## src/rtl/gdsl_pkg.sv

```systemverilog
// Shared types, widths and helpers for the goal distance speed limiter.
// Used by the slowdown unit, the square root cells and the top level.
package gdsl_pkg;

    localparam int VEL_W   = 16;
    localparam int DIST_W  = 21;
    localparam int SPEED_W = 15;
    localparam int DECEL_W = 16;
    localparam int SCALE_W = 16;
    localparam int BUF_W   = 20;
    localparam int CFG_W   = 20;
    localparam int IDX_W   = 3;

    localparam int RAD_W   = 38;
    localparam int ROOT_W  = RAD_W / 2;
    localparam int REM_W   = ROOT_W + 2;
    localparam int SLOW_W  = 39;

    localparam logic [IDX_W-1:0] REG_ENABLE    = 3'd0;
    localparam logic [IDX_W-1:0] REG_MAX_SPEED = 3'd1;
    localparam logic [IDX_W-1:0] REG_MAX_DECEL = 3'd2;
    localparam logic [IDX_W-1:0] REG_SCALE     = 3'd3;
    localparam logic [IDX_W-1:0] REG_BUFFER    = 3'd4;
    localparam logic [IDX_W-1:0] REG_MIN_SPEED = 3'd5;

    localparam logic [SCALE_W-1:0] SCALE_ONE = 16'd256;

    typedef struct packed {
        logic [SPEED_W-1:0] max_speed;
        logic [DECEL_W-1:0] max_deceleration;
        logic [SCALE_W-1:0] brake_scale;
        logic [BUF_W-1:0]   brake_buffer;
    } slow_cfg_t;

    typedef struct packed {
        logic [RAD_W-1:0]  rad;
        logic [REM_W-1:0]  rem;
        logic [ROOT_W-1:0] root;
        logic [VEL_W-1:0]  vel;
        logic              apply;
    } cell_t;

    function automatic logic [DECEL_W-1:0] decel_eff(input logic [DECEL_W-1:0] d);
        decel_eff = (d == '0) ? DECEL_W'(1) : d;
    endfunction

    function automatic logic [SCALE_W-1:0] scale_eff(input logic [SCALE_W-1:0] s);
        scale_eff = (s < SCALE_ONE) ? SCALE_ONE : s;
    endfunction

endpackage

```

## src/rtl/gdsl_sqrt_cell.sv

```systemverilog
// One cell of the square root chain: settles one root bit per cycle while en is high.
// Depends on gdsl_pkg for the cell payload type.
module gdsl_sqrt_cell (
    input  logic           clk,
    input  logic           rst_n,
    input  logic           en,
    input  logic           valid_in,
    input  gdsl_pkg::cell_t cell_in,
    output logic           valid_out,
    output gdsl_pkg::cell_t cell_out
);
    import gdsl_pkg::*;

    logic             valid_reg;
    cell_t            cell_reg;
    cell_t            cell_next;
    logic [REM_W+1:0] trial;
    logic [REM_W+1:0] sub;
    logic [REM_W+1:0] diff;
    logic             ge;

    always_comb
    begin
        trial = {cell_in.rem, cell_in.rad[RAD_W-1 -: 2]};
        sub   = (REM_W+2)'({cell_in.root, 2'b01});
        diff  = trial - sub;
        ge    = (trial >= sub);
        cell_next       = cell_in;
        cell_next.rad   = {cell_in.rad[RAD_W-3:0], 2'b00};
        cell_next.rem   = ge ? diff[REM_W-1:0] : trial[REM_W-1:0];
        cell_next.root  = {cell_in.root[ROOT_W-2:0], ge};
    end

    always_ff @(posedge clk or negedge rst_n)
    begin
        if (!rst_n)
        begin
            valid_reg <= 1'b0;
        end
        else if (en)
        begin
            valid_reg <= valid_in;
        end
    end

    always_ff @(posedge clk)
    begin
        if (en)
        begin
            cell_reg <= cell_next;
        end
    end

    assign valid_out = valid_reg;
    assign cell_out  = cell_reg;

endmodule

```

## src/rtl/gdsl_slowdown.sv

```systemverilog
// Sequential unit that derives the slowdown distance from the configuration.
// Squares, divides bit-serially, multiplies by shift and add; uses gdsl_pkg.
module gdsl_slowdown (
    input  logic                        clk,
    input  logic                        rst_n,
    input  logic                        restart,
    input  gdsl_pkg::slow_cfg_t         cfg,
    output logic [gdsl_pkg::SLOW_W-1:0] slowdown,
    output logic                        busy
);
    import gdsl_pkg::*;

    localparam int SQ_W  = 2 * SPEED_W;
    localparam int DEN_W = DECEL_W + 1;
    localparam int ACC_W = SQ_W + SCALE_W;

    typedef enum logic [2:0] {S_SQUARE, S_DIV, S_MUL, S_SUM, S_DONE} state_t;

    state_t            state_reg;
    logic [SQ_W-1:0]   work_reg;
    logic [DEN_W-1:0]  rem_reg;
    logic [ACC_W-1:0]  acc_reg;
    logic [4:0]        count_reg;
    logic [SLOW_W-1:0] slowdown_reg;

    logic [DEN_W-1:0]   den;
    logic [DEN_W:0]     rem_sh;
    logic               q_bit;
    logic [DEN_W-1:0]   rem_next;
    logic [SCALE_W-1:0] scale;
    logic [ACC_W-1:0]   acc_next;

    always_comb
    begin
        den      = {decel_eff(cfg.max_deceleration), 1'b0};
        rem_sh   = {rem_reg, work_reg[SQ_W-1]};
        q_bit    = (rem_sh >= (DEN_W+1)'(den));
        rem_next = q_bit ? DEN_W'(rem_sh - (DEN_W+1)'(den)) : rem_sh[DEN_W-1:0];
        scale    = scale_eff(cfg.brake_scale);
        acc_next = {acc_reg[ACC_W-2:0], 1'b0}
                   + (scale[count_reg[3:0]] ? ACC_W'(work_reg) : '0);
    end

    always_ff @(posedge clk or negedge rst_n)
    begin
        if (!rst_n)
        begin
            state_reg <= S_SQUARE;
            count_reg <= '0;
        end
        else if (restart)
        begin
            state_reg <= S_SQUARE;
        end
        else
        begin
            case (state_reg)
                S_SQUARE:
                begin
                    work_reg  <= SQ_W'(cfg.max_speed) * SQ_W'(cfg.max_speed);
                    rem_reg   <= '0;
                    count_reg <= 5'(SQ_W - 1);
                    state_reg <= S_DIV;
                end
                S_DIV:
                begin
                    work_reg <= {work_reg[SQ_W-2:0], q_bit};
                    rem_reg  <= rem_next;
                    if (count_reg == '0)
                    begin
                        acc_reg   <= '0;
                        count_reg <= 5'(SCALE_W - 1);
                        state_reg <= S_MUL;
                    end
                    else
                    begin
                        count_reg <= count_reg - 5'd1;
                    end
                end
                S_MUL:
                begin
                    acc_reg <= acc_next;
                    if (count_reg == '0)
                    begin
                        state_reg <= S_SUM;
                    end
                    else
                    begin
                        count_reg <= count_reg - 5'd1;
                    end
                end
                S_SUM:
                begin
                    slowdown_reg <= SLOW_W'(acc_reg[ACC_W-1:8]) + SLOW_W'(cfg.brake_buffer);
                    state_reg    <= S_DONE;
                end
                S_DONE:
                begin
                    state_reg <= S_DONE;
                end
                default:
                begin
                    state_reg <= S_SQUARE;
                end
            endcase
        end
    end

    assign slowdown = slowdown_reg;
    assign busy     = (state_reg != S_DONE);

endmodule

```

## src/rtl/goal_distance_speed_limiter_unit.sv

```systemverilog
// Top level of the goal distance speed limiter: registers, input stages,
// the chain of square root cells and the output register. Uses gdsl_pkg.
//
//  channel   direction  signals                        payload
//  s_axis    in         tvalid tready tdata[39:0]      velocity, distance
//  m_axis    out        tvalid tready tdata[15:0] tuser limited velocity, flag
//  cfg       in         cfg_wen cfg_index cfg_data     register writes
//
// One beat is accepted per cycle while s_axis_tready is high; each beat passes
// the input stage, the multiply stage and the 19 square root cells, one root
// bit per cell, on to the output register that drives m_axis_tvalid.
// After reset and after every configuration write the slowdown unit runs with
// s_axis_tready low. All stages stall together while the output register holds
// a beat that m_axis has not taken.
module goal_distance_speed_limiter_unit (
    input  logic                          clk,
    input  logic                          rst_n,
    input  logic                          s_axis_tvalid,
    output logic                          s_axis_tready,
    // desired velocity [15:0], goal distance [36:16], zero fill [39:37]
    input  logic [39:0]                   s_axis_tdata,
    output logic                          m_axis_tvalid,
    input  logic                          m_axis_tready,
    // limited_velocity [15:0]
    output logic [15:0]                   m_axis_tdata,
    // was_limited [0]
    output logic [0:0]                    m_axis_tuser,
    input  logic                          cfg_wen,
    input  logic [gdsl_pkg::IDX_W-1:0]    cfg_index,
    input  logic [gdsl_pkg::CFG_W-1:0]    cfg_data
);
    import gdsl_pkg::*;

    logic               enable_reg;
    logic [SPEED_W-1:0] max_speed_reg;
    logic [DECEL_W-1:0] max_decel_reg;
    logic [SCALE_W-1:0] scale_reg;
    logic [BUF_W-1:0]   buffer_reg;
    logic [SPEED_W-1:0] min_speed_reg;

    slow_cfg_t          slow_cfg;
    logic [SLOW_W-1:0]  slowdown;
    logic               busy;
    logic               adv;
    logic               accept;

    logic               valid_a_reg;
    logic [VEL_W-1:0]   vel_a_reg;
    logic [BUF_W-1:0]   dist_a_reg;
    logic               apply_a_reg;
    logic [DIST_W-1:0]  dist_in;
    logic               apply_next;

    logic               valid_b_reg;
    logic [RAD_W-1:0]   rad_b_reg;
    logic [VEL_W-1:0]   vel_b_reg;
    logic               apply_b_reg;

    logic               chain_v [0:ROOT_W];
    cell_t              chain_d [0:ROOT_W];

    logic               out_valid_reg;
    logic [VEL_W-1:0]   out_vel_reg;
    logic               out_flag_reg;

    cell_t              last;
    logic [VEL_W:0]     vel_ext;
    logic [VEL_W:0]     speed;
    logic [VEL_W:0]     lim;
    logic [VEL_W-1:0]   vel_next;

    always_ff @(posedge clk or negedge rst_n)
    begin
        if (!rst_n)
        begin
            enable_reg    <= 1'b0;
            max_speed_reg <= 15'd1000;
            max_decel_reg <= 16'd500;
            scale_reg     <= SCALE_ONE;
            buffer_reg    <= '0;
            min_speed_reg <= '0;
        end
        else if (cfg_wen)
        begin
            case (cfg_index)
                REG_ENABLE:    enable_reg    <= cfg_data[0];
                REG_MAX_SPEED: max_speed_reg <= cfg_data[SPEED_W-1:0];
                REG_MAX_DECEL: max_decel_reg <= cfg_data[DECEL_W-1:0];
                REG_SCALE:     scale_reg     <= cfg_data[SCALE_W-1:0];
                REG_BUFFER:    buffer_reg    <= cfg_data[BUF_W-1:0];
                REG_MIN_SPEED: min_speed_reg <= cfg_data[SPEED_W-1:0];
                default:       enable_reg    <= enable_reg;
            endcase
        end
    end

    always_comb
    begin
        slow_cfg.max_speed        = max_speed_reg;
        slow_cfg.max_deceleration = max_decel_reg;
        slow_cfg.brake_scale      = scale_reg;
        slow_cfg.brake_buffer     = buffer_reg;
    end

    gdsl_slowdown u_slowdown (
        .clk      (clk),
        .rst_n    (rst_n),
        .restart  (cfg_wen),
        .cfg      (slow_cfg),
        .slowdown (slowdown),
        .busy     (busy)
    );

    assign adv           = !out_valid_reg || m_axis_tready;
    assign s_axis_tready = adv && !busy;
    assign accept        = s_axis_tvalid && s_axis_tready;

    always_comb
    begin
        dist_in    = s_axis_tdata[VEL_W +: DIST_W];
        apply_next = enable_reg && !dist_in[DIST_W-1]
                     && (SLOW_W'(dist_in[BUF_W-1:0]) <= slowdown);
    end

    always_ff @(posedge clk or negedge rst_n)
    begin
        if (!rst_n)
        begin
            valid_a_reg   <= 1'b0;
            valid_b_reg   <= 1'b0;
            out_valid_reg <= 1'b0;
        end
        else if (adv)
        begin
            valid_a_reg   <= accept;
            valid_b_reg   <= valid_a_reg;
            out_valid_reg <= chain_v[ROOT_W];
        end
    end

    always_ff @(posedge clk)
    begin
        if (adv)
        begin
            vel_a_reg   <= s_axis_tdata[VEL_W-1:0];
            dist_a_reg  <= dist_in[BUF_W-1:0];
            apply_a_reg <= apply_next;
            rad_b_reg   <= RAD_W'({decel_eff(max_decel_reg), 1'b0}) * RAD_W'(dist_a_reg);
            vel_b_reg   <= vel_a_reg;
            apply_b_reg <= apply_a_reg;
            out_vel_reg <= vel_next;
            out_flag_reg <= last.apply;
        end
    end

    always_comb
    begin
        chain_v[0]       = valid_b_reg;
        chain_d[0].rad   = rad_b_reg;
        chain_d[0].rem   = '0;
        chain_d[0].root  = '0;
        chain_d[0].vel   = vel_b_reg;
        chain_d[0].apply = apply_b_reg;
    end

    for (genvar i = 0; i < ROOT_W; i++)
    begin : g_cell
        gdsl_sqrt_cell u_cell (
            .clk       (clk),
            .rst_n     (rst_n),
            .en        (adv),
            .valid_in  (chain_v[i]),
            .cell_in   (chain_d[i]),
            .valid_out (chain_v[i+1]),
            .cell_out  (chain_d[i+1])
        );
    end

    always_comb
    begin
        last    = chain_d[ROOT_W];
        vel_ext = {last.vel[VEL_W-1], last.vel};
        speed   = last.vel[VEL_W-1] ? ((VEL_W+1)'(0) - vel_ext) : vel_ext;
        lim     = (ROOT_W'(speed) > last.root) ? last.root[VEL_W:0] : speed;
        if (lim < (VEL_W+1)'(min_speed_reg))
        begin
            lim = '0;
        end
        if (!last.apply)
        begin
            vel_next = last.vel;
        end
        else if (last.vel[VEL_W-1])
        begin
            vel_next = VEL_W'((VEL_W+1)'(0) - lim);
        end
        else
        begin
            vel_next = lim[VEL_W-1:0];
        end
    end

    assign m_axis_tvalid   = out_valid_reg;
    assign m_axis_tdata    = out_vel_reg;
    assign m_axis_tuser[0] = out_flag_reg;

endmodule

```

## config.mk

```make
export PLATFORM = sky130hd
export DESIGN_NAME = goal_distance_speed_limiter_unit
export DESIGN_NICKNAME = d
export VERILOG_FILES = /design/src/rtl/gdsl_pkg.sv /design/src/rtl/gdsl_sqrt_cell.sv /design/src/rtl/gdsl_slowdown.sv /design/src/rtl/goal_distance_speed_limiter_unit.sv
export SDC_FILE = /design/constraint.sdc
export NUM_CORES = 2
export LEC_CHECK = 0
export ABC_AREA = 1
export BUFFER_PORTS_ARGS = -buffer_cell sky130_fd_sc_hd__buf_2
export CORE_AREA = 2 2 477 479
export DETAILED_ROUTE_END_ITERATION = 8
export DIE_AREA = 0 0 479 481
export HOLD_SLACK_MARGIN = 0.06
export PLACE_DENSITY = 0.52
export SLEW_MARGIN = 20
export SYNTH_ARGS = -nofsm -noshare
export SYNTH_HDL_FRONTEND = slang
export SYNTH_SLANG_ARGS = --single-unit
```

## constraint.sdc

```tcl
create_clock -name clk -period 41.6 [get_ports clk]
set_clock_uncertainty 0.15 [all_clocks]
set_input_delay 4.16 -clock clk [delete_from_list [all_inputs] [get_ports clk]]
set_output_delay 4.16 -clock clk [all_outputs]
set_load 0.02 [all_outputs]
```

==> impl_metrics.toml <==
[worst_hold_path]
hold_start = "g_cell[2].u_cell.cell_out[7]"
worstHoldEndpoint = "g_cell[3].u_cell.cell_out[7]"
hold_class = "reg -> reg"
holdPathStages = 0

[sta]
fin_setup_tns_ps = 0
setup_viol = 0
fin_crit_sh = 0.2241
rsz0062_at_grt = "no"
period_needed_ps = 9322
tightestPinTransition_ps = 1067
maxSlewViolCount = 0
fmax_ghz = 0.1073
hold_viol_final = 0
slew_headroom = 0.2885

[synth]
synthArstFlopShare = 0.07362
netlist_area_um2 = 85030
netlist_instances = 7818
ys.flop_type = "edfxtp_1"
synth_cell_type_count = 77
yosysSeqAreaShare = 0.5356
synth_top_cell_area_share = 0.5022
synth_area_leaders = "edfxtp_1, fa_1, ha_1, inv_1, nand2_1"
synth_commonest_cells = "edfxtp_1, inv_1, nand2_1, ha_1, nor2_1"
syn-mean-instance-area_um2 = 10.88
ys_warn_count = 0
synth.largest_area_cell = "edfxtp_1"
post-synth-top-count-cell = "edfxtp_1"
synth_edf_count = 1422
ys_ff_latch = 1535

[detailed_routing]
wl_per_cell_um = 16.09
drc = 0
routed-via-count = 53081
drtIter0Drc = 3466
drt_wl_total_um = 178200
via_per_inst = 4.793
first_pass_iters = 6
ant_nets = 0

[critical_path]
max_stage_delay_ps = 310
worstPathArrival_ps = 5010
worst_setup_path_start_kind = "input port"
reg2reg_depth = 20
crit_slowest_cell = "buf_4"
reg2reg_slack_ps = 34560
worstPathRequired_ps = 37290
r2r-end = "rad_b_reg[33]"
crit_chain = "buf_2 > nor2_2 > buf_4 > nor2_1 > buf_2"
crit_fanout = 22
path_class = "in -> out"
setup.worst_path.end_class = "primary output"
rr_startpoint = "max_decel_reg[15]"
worst_path_most_repeated_cell = "buf_2"

[layout]
nNetsFinal = 8909
syn_to_final_growth_pct = 10.93
fin_cells = 11075
layout-drive-gt1-share = 0.05828
nFillCells = 21482
largest_reg_flops = 1183

[grt]
grt_max_degree = 202
grt_overflow = 0
grt_pass1_wl_um = 284500
antenna_found_initial = 12
grt_usage = 0.1544
grt_pass1_vias = 52481

[placement]
portBuffers = 83
globalplace.congestion = 0.8502
dpl.cell_count = 10766
dp_hpwl_um = 129600

[power_and_ir_drop]
p_clk_frac = 0.186
combPwrFrac = 0.479
p_sw_frac = 0.4141
ir_drop_uv = 137.9
power_switching_w = 0.003261
power_density_nw_per_um2 = 83.48
intPower_w = 0.004614
seqPwrFrac = 0.335
p_leak_nw = 42.60

[cts]
cts_hold_buf = 0
ctsRootBufferMaster = "clkbuf_16"
ctsResizeCount = 0
htree_num_levels = 4
postCtsSetupBuffers = 0
cts_tree = "done"
clk_path_buf_depth = 3
clkTransAtPathRegs_ps = 60
numClockSinks = 1535
clock_latency_ps = 810
cts_buffers = 165

[die]
die_w_um = 479
start_util = 0.3767
dieArea_um2 = 230400
ios = 87
core.rowCount = 175
core_um2 = 225700
fp.dieH_um = 481

[outcome]
status = "finished, final reports clean"

[job]
max-cap-violations = 0
worst max-delay path by stage:
stage | end | startpoint | slack, ps | depth (start not counted)
global placement | s_axis_tready | m_axis_tready | 32290 | 5
floorplan | apply_a_reg | m_axis_tready | 110 | 3
CTS | s_axis_tready | m_axis_tready | 32280 | 5
global route | s_axis_tready | m_axis_tready | 32230 | 5
finish | s_axis_tready | m_axis_tready | 32280 | 5
detailed placement | s_axis_tready | m_axis_tready | 32280 | 5
power by group through the flow:
stage	Combinational (W)	Sequential (W)	Clock, W
after floorplan	0.00286	0.00254	0
after global placement	0.00375	0.00267	0
after detailed placement	0.00379	0.00268	0
after CTS	0.00382	0.00265	0.00151
after global routing	0.00434	0.00269	0.00157
final	0.00377	0.00264	0.00146
routing by layer:
layer  share of wire  GRT usage  vias up  wire length, um
met1            0.47     0.2148    25686            83030
met2            0.47     0.2497      995            82890
met4           0.025    0.04454        0             4396
met3           0.044    0.02428      270             7880
li1                -          -    26130                -
met5               0          0        -                0
layout make-up:
type | instances | area, um2 | share of cell area
clock inverter | 93 | 1076 | 0.01141
tap | 3009 | 3765 | 0.03991
antenna | 1 | 2.502 | 0.00002653
clock buffer | 214 | 4424 | 0.04690
sequential | 1535 | 45540 | 0.4828
inverter | 1407 | 5289 | 0.05607
multi-input combinational | 4696 | 33480 | 0.3549
timing repair buffer | 120 | 744.5 | 0.007892
metrics by stage:
| stage | utilization | setup WS (ps) | hold slack, ps | instance area [um2] | power [W] |
|---|---|---|---|---|---|
| floorplan | - | 110.8 | 250.3 | 85040 | 0.005399 |
| global placement | 0.3933 | 32290 | 250.4 | 88790 | 0.006420 |
| detailed placement | 0.3933 | 32280 | 254.5 | 88790 | 0.006461 |
| CTS | 0.4177 | 32280 | 201.0 | 94290 | 0.007976 |
| global route | 0.4178 | 32230 | 216.0 | 94330 | 0.008601 |
| finish | 0.4178 | 32280 | 219.8 | 94330 | 0.007875 |
worst max-delay path, delay by kind of cell:
family                 cells  cell delay, ps
AND/OR/NAND/NOR            2             210
buffers and inverters      3             610
cell usage in the layout, fill, tap and decap left out, drive strengths merged, types with 24 or more instances in the layout:
| cell | Yosys | layout |
|---|---|---|
| clkinv | 2 | 74 |
| xnor2 | 162 | 162 |
| buf | 29 | 120 |
| nor3 | 78 | 78 |
| a21boi | 25 | 25 |
| a21oi | 449 | 449 |
| o21ai | 443 | 443 |
| dfrtp | 100 | 100 |
| or2 | 24 | 24 |
| a31oi | 28 | 28 |
| ha | 526 | 526 |
| edfxtp | 1422 | 1422 |
| nand2 | 1370 | 1370 |
| inv | 1405 | 1409 |
| nor2 | 488 | 488 |
| nand3 | 202 | 202 |
| nor4 | 39 | 39 |
| fa | 390 | 390 |
| nand4 | 54 | 54 |
| clkbuf | 152 | 214 |
| xor2 | 238 | 238 |
kinds of logic (layout without fill, tap and decap cells):
group | Yosys count | count (layout) | share of synthesized area
AOI/OAI and AO/OA | 1092 | 1092 | 0.07198
xor gates and xnor gates | 400 | 400 | 0.04120
adders and majority gates | 916 | 916 | 0.1692
buffers and inverters | 1588 | 1834 | 0.07122
DFF | 1535 | 1535 | 0.5356
muxes | 5 | 5 | 0.0006621
other | 1 | 3 | 0.00004410
and+or+nand+nor | 2281 | 2281 | 0.1101
Note: power is estimated with default switching activity, not from simulation.
